===== src/hw/rtl/vt100_pkg.sv =====
// shared constants and glyph function for the vt100 escape parser
`timescale 1ns / 1ps
package vt100_pkg;

  localparam logic [1:0] MODE_REGULAR = 2'd0;
  localparam logic [1:0] MODE_ESCAPE  = 2'd1;
  localparam logic [1:0] MODE_CSI     = 2'd2;

  localparam logic [4:0] ACT_NONE     = 5'd0;
  localparam logic [4:0] ACT_PRINT    = 5'd1;
  localparam logic [4:0] ACT_GLYPH    = 5'd2;
  localparam logic [4:0] ACT_BS       = 5'd3;
  localparam logic [4:0] ACT_TAB      = 5'd4;
  localparam logic [4:0] ACT_NEWLINE  = 5'd5;
  localparam logic [4:0] ACT_UP       = 5'd6;
  localparam logic [4:0] ACT_DOWN     = 5'd7;
  localparam logic [4:0] ACT_RIGHT    = 5'd8;
  localparam logic [4:0] ACT_LEFT     = 5'd9;
  localparam logic [4:0] ACT_POS      = 5'd10;
  localparam logic [4:0] ACT_ERASE_D  = 5'd11;
  localparam logic [4:0] ACT_ERASE_L  = 5'd12;
  localparam logic [4:0] ACT_INDEX    = 5'd13;
  localparam logic [4:0] ACT_RINDEX   = 5'd14;
  localparam logic [4:0] ACT_SAVE     = 5'd15;
  localparam logic [4:0] ACT_RESTORE  = 5'd16;
  localparam logic [4:0] ACT_IDENT    = 5'd17;
  localparam logic [4:0] ACT_STAT_OK  = 5'd18;
  localparam logic [4:0] ACT_POS_REP  = 5'd19;
  localparam logic [4:0] ACT_COLORS   = 5'd20;

  localparam logic [3:0] FG_RESET = 4'd15;
  localparam logic [3:0] BG_RESET = 4'd4;

  localparam logic [7:0] DIGIT_LO = 8'h30;
  localparam logic [7:0] DIGIT_HI = 8'h39;
  localparam logic [7:0] FINAL_LO = 8'h40;
  localparam logic [7:0] FINAL_HI = 8'h7E;

  // block glyph patterns, zero for bytes with no glyph
  function automatic logic [15:0] glyph_of(input logic [7:0] b);
    logic [15:0] g;
    case (b)
      8'd176:  g = 16'h280A;
      8'd177:  g = 16'h5555;
      8'd178:  g = 16'h7D5F;
      8'd220:  g = 16'h6318;
      8'd221:  g = 16'h03FF;
      8'd222:  g = 16'hEC00;
      8'd223:  g = 16'h1CE7;
      default: g = 16'h0000;
    endcase
    return g;
  endfunction

endpackage


===== src/hw/rtl/vt100_ram.sv =====
// generic ram with one write port and one registered read port
`timescale 1ns / 1ps
module vt100_ram #(
  parameter int Width = 16,
  parameter int Depth = 16
) (
  input  logic                     clk_i,
  input  logic                     we_i,
  input  logic [$clog2(Depth)-1:0] waddr_i,
  input  logic [Width-1:0]         wdata_i,
  input  logic [$clog2(Depth)-1:0] raddr_i,
  output logic [Width-1:0]         rdata_o
);
  logic [Width-1:0] mem_q [Depth];

  always_ff @(posedge clk_i) begin
    if (we_i) mem_q[waddr_i] <= wdata_i;
    rdata_o <= mem_q[raddr_i];
  end
endmodule


===== src/hw/rtl/vt100_escape_parser.sv =====
// vt100 escape parser: one byte in, one decoded display action out
//
// usage: in_byte_i arrives on a valid/ready channel, each beat yields exactly
// one result beat on the output channel (action, args, char, glyph, colors).
// the parameter list lives in a synchronous ram with registered read.
// each byte goes through the steps read slot 0, read slot 1, read slot at the
// index, decode, move to the output register; an sgr final byte also walks
// the stored parameters from last to first through the ram read port before
// the move. one byte is worked on at a time, so a new beat is not taken until
// the last one is through; in_ready_o rises again once the result sits in the
// output register.
// the output register holds its beat until out_ready_i; a stalled receiver
// lets one more byte in, which then waits decoded until the register frees.
// after reset: regular mode, index zero, colors white on blue; the ram is
// not cleared, instead a valid bit per slot makes unwritten slots read zero.
`timescale 1ns / 1ps
module vt100_escape_parser #(
  parameter int MAX_PARAMS = 10
) (
  input  logic        clk_i,
  input  logic        rst_ni,
  input  logic        in_valid_i,
  output logic        in_ready_o,
  input  logic [7:0]  in_byte_i,
  output logic        out_valid_o,
  input  logic        out_ready_i,
  output logic [4:0]  action_o,
  output logic [15:0] first_arg_o,
  output logic [15:0] second_arg_o,
  output logic [7:0]  char_code_o,
  output logic [15:0] glyph_bits_o,
  output logic [3:0]  fg_color_o,
  output logic [3:0]  bg_color_o
);
  import vt100_pkg::*;

  localparam int AW = $clog2(MAX_PARAMS + 1);
  localparam int RW = $clog2(MAX_PARAMS);
  localparam logic [AW-1:0] MAXP = AW'(MAX_PARAMS);

  // sequencer states
  localparam logic [2:0] S_IDLE  = 3'd0;
  localparam logic [2:0] S_P0    = 3'd1; // read slot 0
  localparam logic [2:0] S_P1    = 3'd2; // slot 0 data back, read slot 1
  localparam logic [2:0] S_P2    = 3'd6; // slot 1 data back, read slot at index
  localparam logic [2:0] S_EXEC  = 3'd3; // decode with p0, p1, p[idx]
  localparam logic [2:0] S_SGR   = 3'd4; // walk sgr list
  localparam logic [2:0] S_OUT   = 3'd5; // wait for output register

  logic [2:0]      state_q, state_d;
  logic [7:0]      byte_q;
  logic [1:0]      mode_q, mode_d;
  logic [AW-1:0]   idx_q, idx_d;
  logic [7:0]      inter_q, inter_d;
  logic [3:0]      fg_q, fg_d, bg_q, bg_d;
  logic [15:0]     p0_q, p1_q;
  logic [MAX_PARAMS-1:0] vld_q, vld_d;
  logic [AW-1:0]   cnt_q, cnt_d;      // sgr slots left
  logic            sgr_rd_q;          // ram data valid in sgr walk

  // ram
  logic            we;
  logic [RW-1:0]   waddr, raddr;
  logic [15:0]     wdata, rdata, rval;
  logic [RW-1:0]   raddr_q;

  vt100_ram #(.Width(16), .Depth(MAX_PARAMS)) u_ram (
    .clk_i, .we_i(we), .waddr_i(waddr), .wdata_i(wdata),
    .raddr_i(raddr), .rdata_o(rdata)
  );

  // unwritten slots read as zero
  assign rval = vld_q[raddr_q] ? rdata : 16'd0;

  // decoded result, then the output register
  logic        ov_q;
  logic [4:0]  act_q, act_d;
  logic [15:0] a1_q, a1_d, a2_q, a2_d, gl_q, gl_d;
  logic [7:0]  ch_q, ch_d;
  logic        load_out;
  logic [4:0]  res_act_q;
  logic [15:0] res_a1_q, res_a2_q, res_gl_q;
  logic [7:0]  res_ch_q;
  logic [3:0]  res_fg_q, res_bg_q;

  assign in_ready_o = (state_q == S_IDLE);
  assign out_valid_o  = ov_q;
  assign action_o     = res_act_q;
  assign first_arg_o  = res_a1_q;
  assign second_arg_o = res_a2_q;
  assign char_code_o  = res_ch_q;
  assign glyph_bits_o = res_gl_q;
  assign fg_color_o   = res_fg_q;
  assign bg_color_o   = res_bg_q;

  logic out_free;
  assign out_free = !ov_q || out_ready_i;

  // byte classes
  logic is_digit, is_final, is_ctrl_none;
  assign is_digit = byte_q >= DIGIT_LO && byte_q <= DIGIT_HI;
  assign is_final = byte_q >= FINAL_LO && byte_q <= FINAL_HI;

  // slot at current index for digit update
  logic [RW-1:0] idx_slot;
  assign idx_slot = idx_q[RW-1:0];

  // slot at the index is on the ram output during S_EXEC
  logic [19:0] mul10;
  assign mul10 = {1'b0, rval, 3'b000} + {2'b00, rval, 1'b0}
               + {12'd0, byte_q - DIGIT_LO};

  logic [AW-1:0] count;
  assign count = (idx_q >= MAXP) ? MAXP : idx_q + AW'(1);

  always_comb begin
    is_ctrl_none = 1'b0;
    case (byte_q)
      8'h00, 8'h05, 8'h07, 8'h0A, 8'h0B, 8'h0C, 8'h0E, 8'h0F,
      8'h11, 8'h13, 8'h7F: is_ctrl_none = 1'b1;
      default: is_ctrl_none = 1'b0;
    endcase
  end

  always_comb begin
    state_d = state_q;
    mode_d = mode_q; idx_d = idx_q; inter_d = inter_q;
    fg_d = fg_q; bg_d = bg_q; vld_d = vld_q; cnt_d = cnt_q;
    act_d = act_q; a1_d = a1_q; a2_d = a2_q; ch_d = ch_q; gl_d = gl_q;
    we = 1'b0; waddr = '0; wdata = '0;
    raddr = raddr_q;
    load_out = 1'b0;
    case (state_q)
      S_IDLE: if (in_valid_i) begin
        state_d = S_P0;
      end
      S_P0: begin
        raddr = '0; state_d = S_P1;
      end
      S_P1: begin
        raddr = RW'(1); state_d = S_P2;
      end
      S_P2: begin
        raddr = (idx_q < MAXP) ? idx_slot : '0;
        state_d = S_EXEC;
      end
      S_EXEC: begin
        act_d = ACT_NONE; a1_d = '0; a2_d = '0; ch_d = '0; gl_d = '0;
        state_d = S_OUT;
        if (byte_q == 8'h08) act_d = ACT_BS;
        else if (byte_q == 8'h09) act_d = ACT_TAB;
        else if (byte_q == 8'h0D) act_d = ACT_NEWLINE;
        else if (is_ctrl_none) act_d = ACT_NONE;
        else if (byte_q == 8'h1B || byte_q == 8'h18 || byte_q == 8'h1A) begin
          inter_d = '0; idx_d = '0;
          we = 1'b1; waddr = '0; wdata = '0; vld_d[0] = 1'b1;
          mode_d = (byte_q == 8'h1B) ? MODE_ESCAPE : MODE_REGULAR;
        end else if (mode_q == MODE_ESCAPE) begin
          if (byte_q >= DIGIT_LO && byte_q <= FINAL_HI) begin
            case (byte_q)
              8'h37: act_d = ACT_SAVE;
              8'h38: if (inter_q != 8'h23) act_d = ACT_RESTORE;
              8'h44: act_d = ACT_INDEX;
              8'h45: act_d = ACT_NEWLINE;
              8'h4D: act_d = ACT_RINDEX;
              8'h5A: act_d = ACT_IDENT;
              default: act_d = ACT_NONE;
            endcase
            mode_d = (byte_q == 8'h5B) ? MODE_CSI : MODE_REGULAR;
            inter_d = '0;
          end else if (inter_q == 8'h00) begin
            inter_d = byte_q;
          end
        end else if (mode_q == MODE_CSI) begin
          if (is_digit) begin
            if (idx_q < MAXP) begin
              we = 1'b1; waddr = idx_slot; wdata = mul10[15:0];
              vld_d[idx_slot] = 1'b1;
            end
          end else if (byte_q == 8'h3B) begin
            if (idx_q < MAXP) begin
              idx_d = idx_q + AW'(1);
              if (idx_q + AW'(1) < MAXP) begin
                we = 1'b1; waddr = RW'(idx_q + AW'(1)); wdata = '0;
                vld_d[RW'(idx_q + AW'(1))] = 1'b1;
              end
            end
          end else if (is_final) begin
            case (byte_q)
              8'h41: begin act_d = ACT_UP;    a1_d = (p0_q != 0) ? p0_q : 16'd1; end
              8'h42: begin act_d = ACT_DOWN;  a1_d = (p0_q != 0) ? p0_q : 16'd1; end
              8'h43: begin act_d = ACT_RIGHT; a1_d = (p0_q != 0) ? p0_q : 16'd1; end
              8'h44: begin act_d = ACT_LEFT;  a1_d = (p0_q != 0) ? p0_q : 16'd1; end
              8'h48, 8'h66: begin
                act_d = ACT_POS;
                a1_d = (p0_q != 0) ? p0_q - 16'd1 : 16'd0;
                if (count >= AW'(2) && p1_q != 0) a2_d = p1_q - 16'd1;
              end
              8'h4A: begin act_d = ACT_ERASE_D; a1_d = p0_q; end
              8'h4B: begin act_d = ACT_ERASE_L; a1_d = p0_q; end
              8'h63: act_d = ACT_IDENT;
              8'h6D: act_d = ACT_COLORS;
              8'h6E: begin
                if (p0_q == 16'd5) act_d = ACT_STAT_OK;
                else if (p0_q == 16'd6) act_d = ACT_POS_REP;
              end
              default: act_d = ACT_NONE;
            endcase
            if (byte_q == 8'h6D) begin
              // walk slots count-1 down to 0 before clearing slot 0
              cnt_d = count - AW'(1);
              raddr = RW'(count - AW'(1));
              state_d = S_SGR;
            end else begin
              we = 1'b1; waddr = '0; wdata = '0; vld_d[0] = 1'b1;
            end
            idx_d = '0;
            mode_d = MODE_REGULAR;
          end
        end else begin
          if (byte_q >= 8'h20 && byte_q < 8'h7F) begin
            act_d = ACT_PRINT; ch_d = byte_q;
          end else if (byte_q == 8'd219) begin
            act_d = ACT_PRINT; ch_d = 8'd127;
          end else if (glyph_of(byte_q) != 16'd0) begin
            act_d = ACT_GLYPH; gl_d = glyph_of(byte_q);
          end
        end
      end
      S_SGR: begin
        if (sgr_rd_q) begin
          if (rval == 16'd0) begin fg_d = FG_RESET; bg_d = BG_RESET; end
          else if (rval >= 16'd30 && rval <= 16'd37) fg_d = 4'(rval - 16'd30);
          else if (rval >= 16'd40 && rval <= 16'd47) bg_d = 4'(rval - 16'd40);
          else if (rval >= 16'd90 && rval <= 16'd97) fg_d = 4'(rval - 16'd82);
          else if (rval >= 16'd100 && rval <= 16'd107) bg_d = 4'(rval - 16'd92);
          if (cnt_q == '0) begin
            we = 1'b1; waddr = '0; wdata = '0; vld_d[0] = 1'b1;
            state_d = S_OUT;
          end else begin
            cnt_d = cnt_q - AW'(1);
            raddr = RW'(cnt_q - AW'(1));
          end
        end
      end
      S_OUT: if (out_free) begin
        load_out = 1'b1; state_d = S_IDLE;
      end
      default: state_d = S_IDLE;
    endcase
  end

  always_ff @(posedge clk_i or negedge rst_ni) begin
    if (!rst_ni) begin
      state_q <= S_IDLE; mode_q <= MODE_REGULAR; idx_q <= '0; inter_q <= '0;
      fg_q <= FG_RESET; bg_q <= BG_RESET; vld_q <= '0; cnt_q <= '0;
      sgr_rd_q <= 1'b0; ov_q <= 1'b0; raddr_q <= '0;
    end else begin
      state_q <= state_d; mode_q <= mode_d; idx_q <= idx_d; inter_q <= inter_d;
      fg_q <= fg_d; bg_q <= bg_d; vld_q <= vld_d; cnt_q <= cnt_d;
      raddr_q <= raddr;
      sgr_rd_q <= (state_d == S_SGR);
      if (load_out) ov_q <= 1'b1;
      else if (out_ready_i) ov_q <= 1'b0;
    end
  end

  // payload registers
  always_ff @(posedge clk_i) begin
    if (state_q == S_IDLE && in_valid_i) byte_q <= in_byte_i;
    if (state_q == S_P1) p0_q <= rval;
    if (state_q == S_P2) p1_q <= rval;
    act_q <= act_d; a1_q <= a1_d; a2_q <= a2_d; ch_q <= ch_d; gl_q <= gl_d;
    // output beat only changes when it is taken or the register is empty
    if (load_out) begin
      res_act_q <= act_q; res_a1_q <= a1_q; res_a2_q <= a2_q;
      res_ch_q <= ch_q; res_gl_q <= gl_q;
      res_fg_q <= fg_q; res_bg_q <= bg_q;
    end
  end

  // result only presented from the output stage
  assert property (@(posedge clk_i) disable iff (!rst_ni)
    load_out |=> out_valid_o)
    else $error("result not presented");
  assert property (@(posedge clk_i) disable iff (!rst_ni)
    (in_valid_i && in_ready_o) |=> !in_ready_o)
    else $error("second byte taken while busy");
  assert property (@(posedge clk_i) disable iff (!rst_ni)
    idx_q <= MAXP)
    else $error("parameter index out of range");
endmodule


===== config.mk =====
export PLATFORM = sky130hd
export DESIGN_NAME = vt100_escape_parser
export DESIGN_NICKNAME = d
export VERILOG_FILES = /design/src/hw/rtl/vt100_pkg.sv /design/src/hw/rtl/vt100_ram.sv /design/src/hw/rtl/vt100_escape_parser.sv
export SDC_FILE = /design/constraint.sdc
export NUM_CORES = 1
export LEC_CHECK = 0
export CORE_ASPECT_RATIO = 0.7
export CORE_MARGIN = 4
export CORE_UTILIZATION = 30
export CTS_CLUSTER_DIAMETER = 80
export CTS_CLUSTER_SIZE = 16
export DETAILED_ROUTE_END_ITERATION = 6
export DONT_BUFFER_PORTS = 1
export HOLD_SLACK_MARGIN = 0.08
export SYNTH_ARGS = -nofsm -noshare
export SYNTH_HDL_FRONTEND = slang
export SYNTH_SLANG_ARGS = --single-unit

===== constraint.sdc =====
create_clock -name clk_i -period 15.9 [get_ports clk_i]
set_input_delay 2.385 -clock clk_i [delete_from_list [all_inputs] [get_ports clk_i]]
set_output_delay 2.385 -clock clk_i [all_outputs]
set_load 0.1 [all_outputs]

==> flow_summary.json <==
{
  "synth_ff_type": "edfxtp_1",
  "drtIter0Drc": 971,
  "arrival_ps": 5360,
  "die_y_um": 213.3,
  "cts_made_buffers": 28,
  "drv_cap": 0,
  "die_w_um": 301.3,
  "skew_ps": 21.99,
  "grt_pass1_vias": 10770,
  "dp.cells": 2152,
  "crit_path_max_fanout": 19,
  "holdPathStages": 0,
  "synthArstFlopShare_pct": 11.75,
  "dieArea_mm2": 0.06427,
  "gp_congestion": 0.8899,
  "status": "complete, no violations",
  "r2r-start": "raddr_q[0]$_DFF_PN0_",
  "drv_slew": 0,
  "finalNonFillerCells": 2204,
  "clk-insertion-delay-late_ps": 590,
  "ff_latch_area_mm2": 0.01112,
  "ios": 83,
  "yosysWarnings": 0,
  "min_period_ps": 5045,
  "path_class": "reg2reg",
  "yosysSeqAreaShare_pct": 61.57,
  "synthTopCellsByArea": "edfxtp_1 54%, dfrtp_1 5.5%, ha_1 2.9%",
  "grt_usage_pct": 13.22,
  "ys_types": 108,
  "synth-edff-count": 322,
  "cts_max_level": 1,
  "finalCritPeriodShare_pct": 31.73,
  "finalSetupTns_ps": 0,
  "antenna_found_initial": 2,
  "cellLeakagePower_uw": 0.007295,
  "rsz0062_at_grt": "false",
  "vias_per_cell": 5.128,
  "timing.rr.end": "u_ram.mem_q[1][15]$_DFFE_PP_",
  "cts_root_buffer": "clkbuf_16",
  "cts_buffer_depth": 3,
  "peakVddDrop_mv": 0.1030,
  "slew_headroom_pct": 19.59,
  "grt_overflow": 0,
  "area_growth_pct": 9.253,
  "postCtsSetupBuffers": 0,
  "wirelength_um": 43210,
  "hpwl_um": 29090,
  "start_util_pct": 30.63,
  "numPortBuffers": 0,
  "synthesis.area_mm2": 0.01806,
  "layout.nets": 1442,
  "multiInputGateArea_mm2": 0.006360,
  "cp-end-kind": "register",
  "drt.antenna.violating_nets": 0,
  "start_kind": "register",
  "worstPathRequired_ps": 16210,
  "fillers": 5781,
  "fmaxAchievable_mhz": 198.2,
  "clk_pin_slew_ps": 80,
  "vias": 11300,
  "tightest_slew_ps": 1197,
  "setup_viol": 0,
  "postSynthCellCount": 1405,
  "ys_ff_latch": 383,
  "synth_top_area_cell": "edfxtp_1",
  "cts_resized": 0,
  "syn_nets": 1463,
  "core_mm2": 0.05898,
  "drive_above_1_share_pct": 11.25,
  "grt_max_degree": 82,
  "grt_pass1_wl_um": 66540,
  "fin_util_pct": 33.46,
  "drc": 0,
  "pwr_density_cell_mw_per_mm2": 169.1,
  "drt-wirelength-per-cell_um": 19.60,
  "synth_area_per_cell_um2": 12.86,
  "synth_top_cell_area_share_pct": 53.53,
  "cts_hold_buf": 0,
  "r2r_slack_ps": 10860,
  "hp-class": "reg2reg",
  "hold_end": "second_arg_o[1]$_DFFE_PP_",
  "hold_viol_final": 0,
  "min_from": "a2_q[1]$_SDFFCE_PP0P_",
  "clkSinkCount": 383,
  "drt_first_pass_iters": 5,
  "cts_tree": "yes",
  "reg2reg_depth": 16,
  "num_rows": 74
}
==> cells in the final DEF (no fill, tap or decap), types with 6 or more instances in the layout <==
cell type and instances:
nor3_1 30, buf_4 21, nor4_1 7, clkbuf_1 20, o21ai_0 43, nand2b_1 12, a32oi_1 6, a21oi_1 57
or3_1 8, clkbuf_16 28, nand4_1 12, dfxtp_1 16, nand3b_1 7, dfrtp_1 40, edfxtp_1 322, o21bai_1 12
ha_1 42, mux2_1 6, xor2_1 17, inv_1 44, o2111ai_1 17, a22oi_1 10, and2_1 23, a21o_1 12
xnor2_1 23, o221ai_1 17, o31ai_1 14, mux2i_1 50, a31oi_1 11, nand2_1 109, nand3_1 25, nor2_1 120
mux2_4 20, o21a_1 10, nor2b_1 18, o21ai_1 24, mux2_2 16
==> per-stage QoR <==
| step | power, uW | setup WS [ps] | instance area (um2) | hold WS, ps |
|---|---|---|---|---|
| floorplan | 2386 | 8006 | 18060 | 400.3 |
| global placement | 2661 | 11020 | 18900 | 401.5 |
| detailed placement | 2674 | 10930 | 18900 | 404.5 |
| CTS | 3362 | 10920 | 19730 | 422.4 |
| global route | 3523 | 10410 | 19740 | 431.5 |
| finish | 3338 | 10860 | 19740 | 420.7 |
==> cells in the mapped netlist, types with 16 or more instances <==
cell       number
a21oi_1        57
and2_1         23
buf_2          24
clkbuf_1       28
dfrtp_1        40
dfxtp_1        16
edfxtp_1      322
ha_1           42
inv_1          45
mux2_2         16
mux2_4         20
mux2i_1        50
nand2_1       109
nand3_1        25
nor2_1        121
nor2b_1        18
nor3_1         30
o2111ai_1      17
o21ai_0        43
o21ai_1        24
o221ai_1       17
xnor2_1        23
xor2_1         17
==> worst max-delay path: stages (launching register included) <==
cell,delay [ps]
dfrtp_1,490
mux4_2,390
mux2i_2,80
o21ai_4,490
nand2_1,240
fa_1,590
inv_1,70
ha_1,280
a21o_1,160
a21oi_1,200
o21ai_0,150
a31oi_1,230
o21ai_0,170
o41ai_1,430
o21ai_0,190
xnor2_1,150
nor2_1,440
==> worst max path at each step <==
stage / slack [ps] / start / depth (start not counted) / end
6_report: 10860 / raddr_q[0]$_DFF_PN0_ / 16 / u_ram.mem_q[1][15]$_DFFE_PP_
5_1_grt: 10410 / raddr_q[0]$_DFF_PN0_ / 16 / u_ram.mem_q[1][15]$_DFFE_PP_
4_1_cts: 10920 / raddr_q[0]$_DFF_PN0_ / 16 / u_ram.mem_q[1][15]$_DFFE_PP_
3_5_place_dp: 10930 / raddr_q[0]$_DFF_PN0_ / 16 / u_ram.mem_q[3][15]$_DFFE_PP_
3_3_place_gp: 11020 / raddr_q[0]$_DFF_PN0_ / 16 / u_ram.mem_q[1][15]$_DFFE_PP_
2_1_floorplan: 8010 / out_ready_i / 2 / action_o[0]$_DFFE_PP_
==> state kept, by name (all words and copies together), names as in the netlist, 10 cells and up <==
name / flops
gl_q: 12
p1_q: 16
second_arg_o: 16
first_arg_o: 16
u_ram.mem_q: 160
glyph_bits_o: 12
a1_q: 16
u_ram.rdata_o: 16
vld_q: 10
p0_q: 16
a2_q: 16
==> final cells by class <==
| cell class | count | area share (%) |
|---|---|---|
| clock inverters | 3 | 0.2726 |
| multi-input cells | 898 | 32.22 |
| well taps | 798 | 5.059 |
| flip-flops and latches | 383 | 56.35 |
| clock buffers | 48 | 3.931 |
| repair buffers | 24 | 1.217 |
| diodes | 1 | 0.01268 |
| inverters | 49 | 0.9319 |
==> kinds of logic after synthesis <==
kind of cell,count (synthesis),synth area share [%]
XOR/XNOR,40,1.939
other,1,0.02076
multiplexers,95,6.130
flip-flops,383,61.57
adder cells (fa/ha/maj),47,3.408
AND/OR/NAND/NOR,425,12.14
buffers and inverters,124,3.338
AO/OA/AOI/OAI,290,11.46
==> power by group <==
part / switching (uW) / internal (uW) / total, uW
registers: 296 / 1250 / 1550
logic: 706 / 394 / 1100
clock network: 351 / 335 / 687
==> per-layer routing <==
| metal | share of wire (%) | GRT usage [%] | vias up |
|---|---|---|---|
| met5 | 0 | 0 | - |
| met4 | 1.3 | 1.926 | 0 |
| met3 | 6.8 | 2.541 | 44 |
| met2 | 41 | 18.65 | 372 |
| met1 | 51 | 21.23 | 5680 |
| li1 | - | - | 5207 |
(Power assumes the default switching activity.)
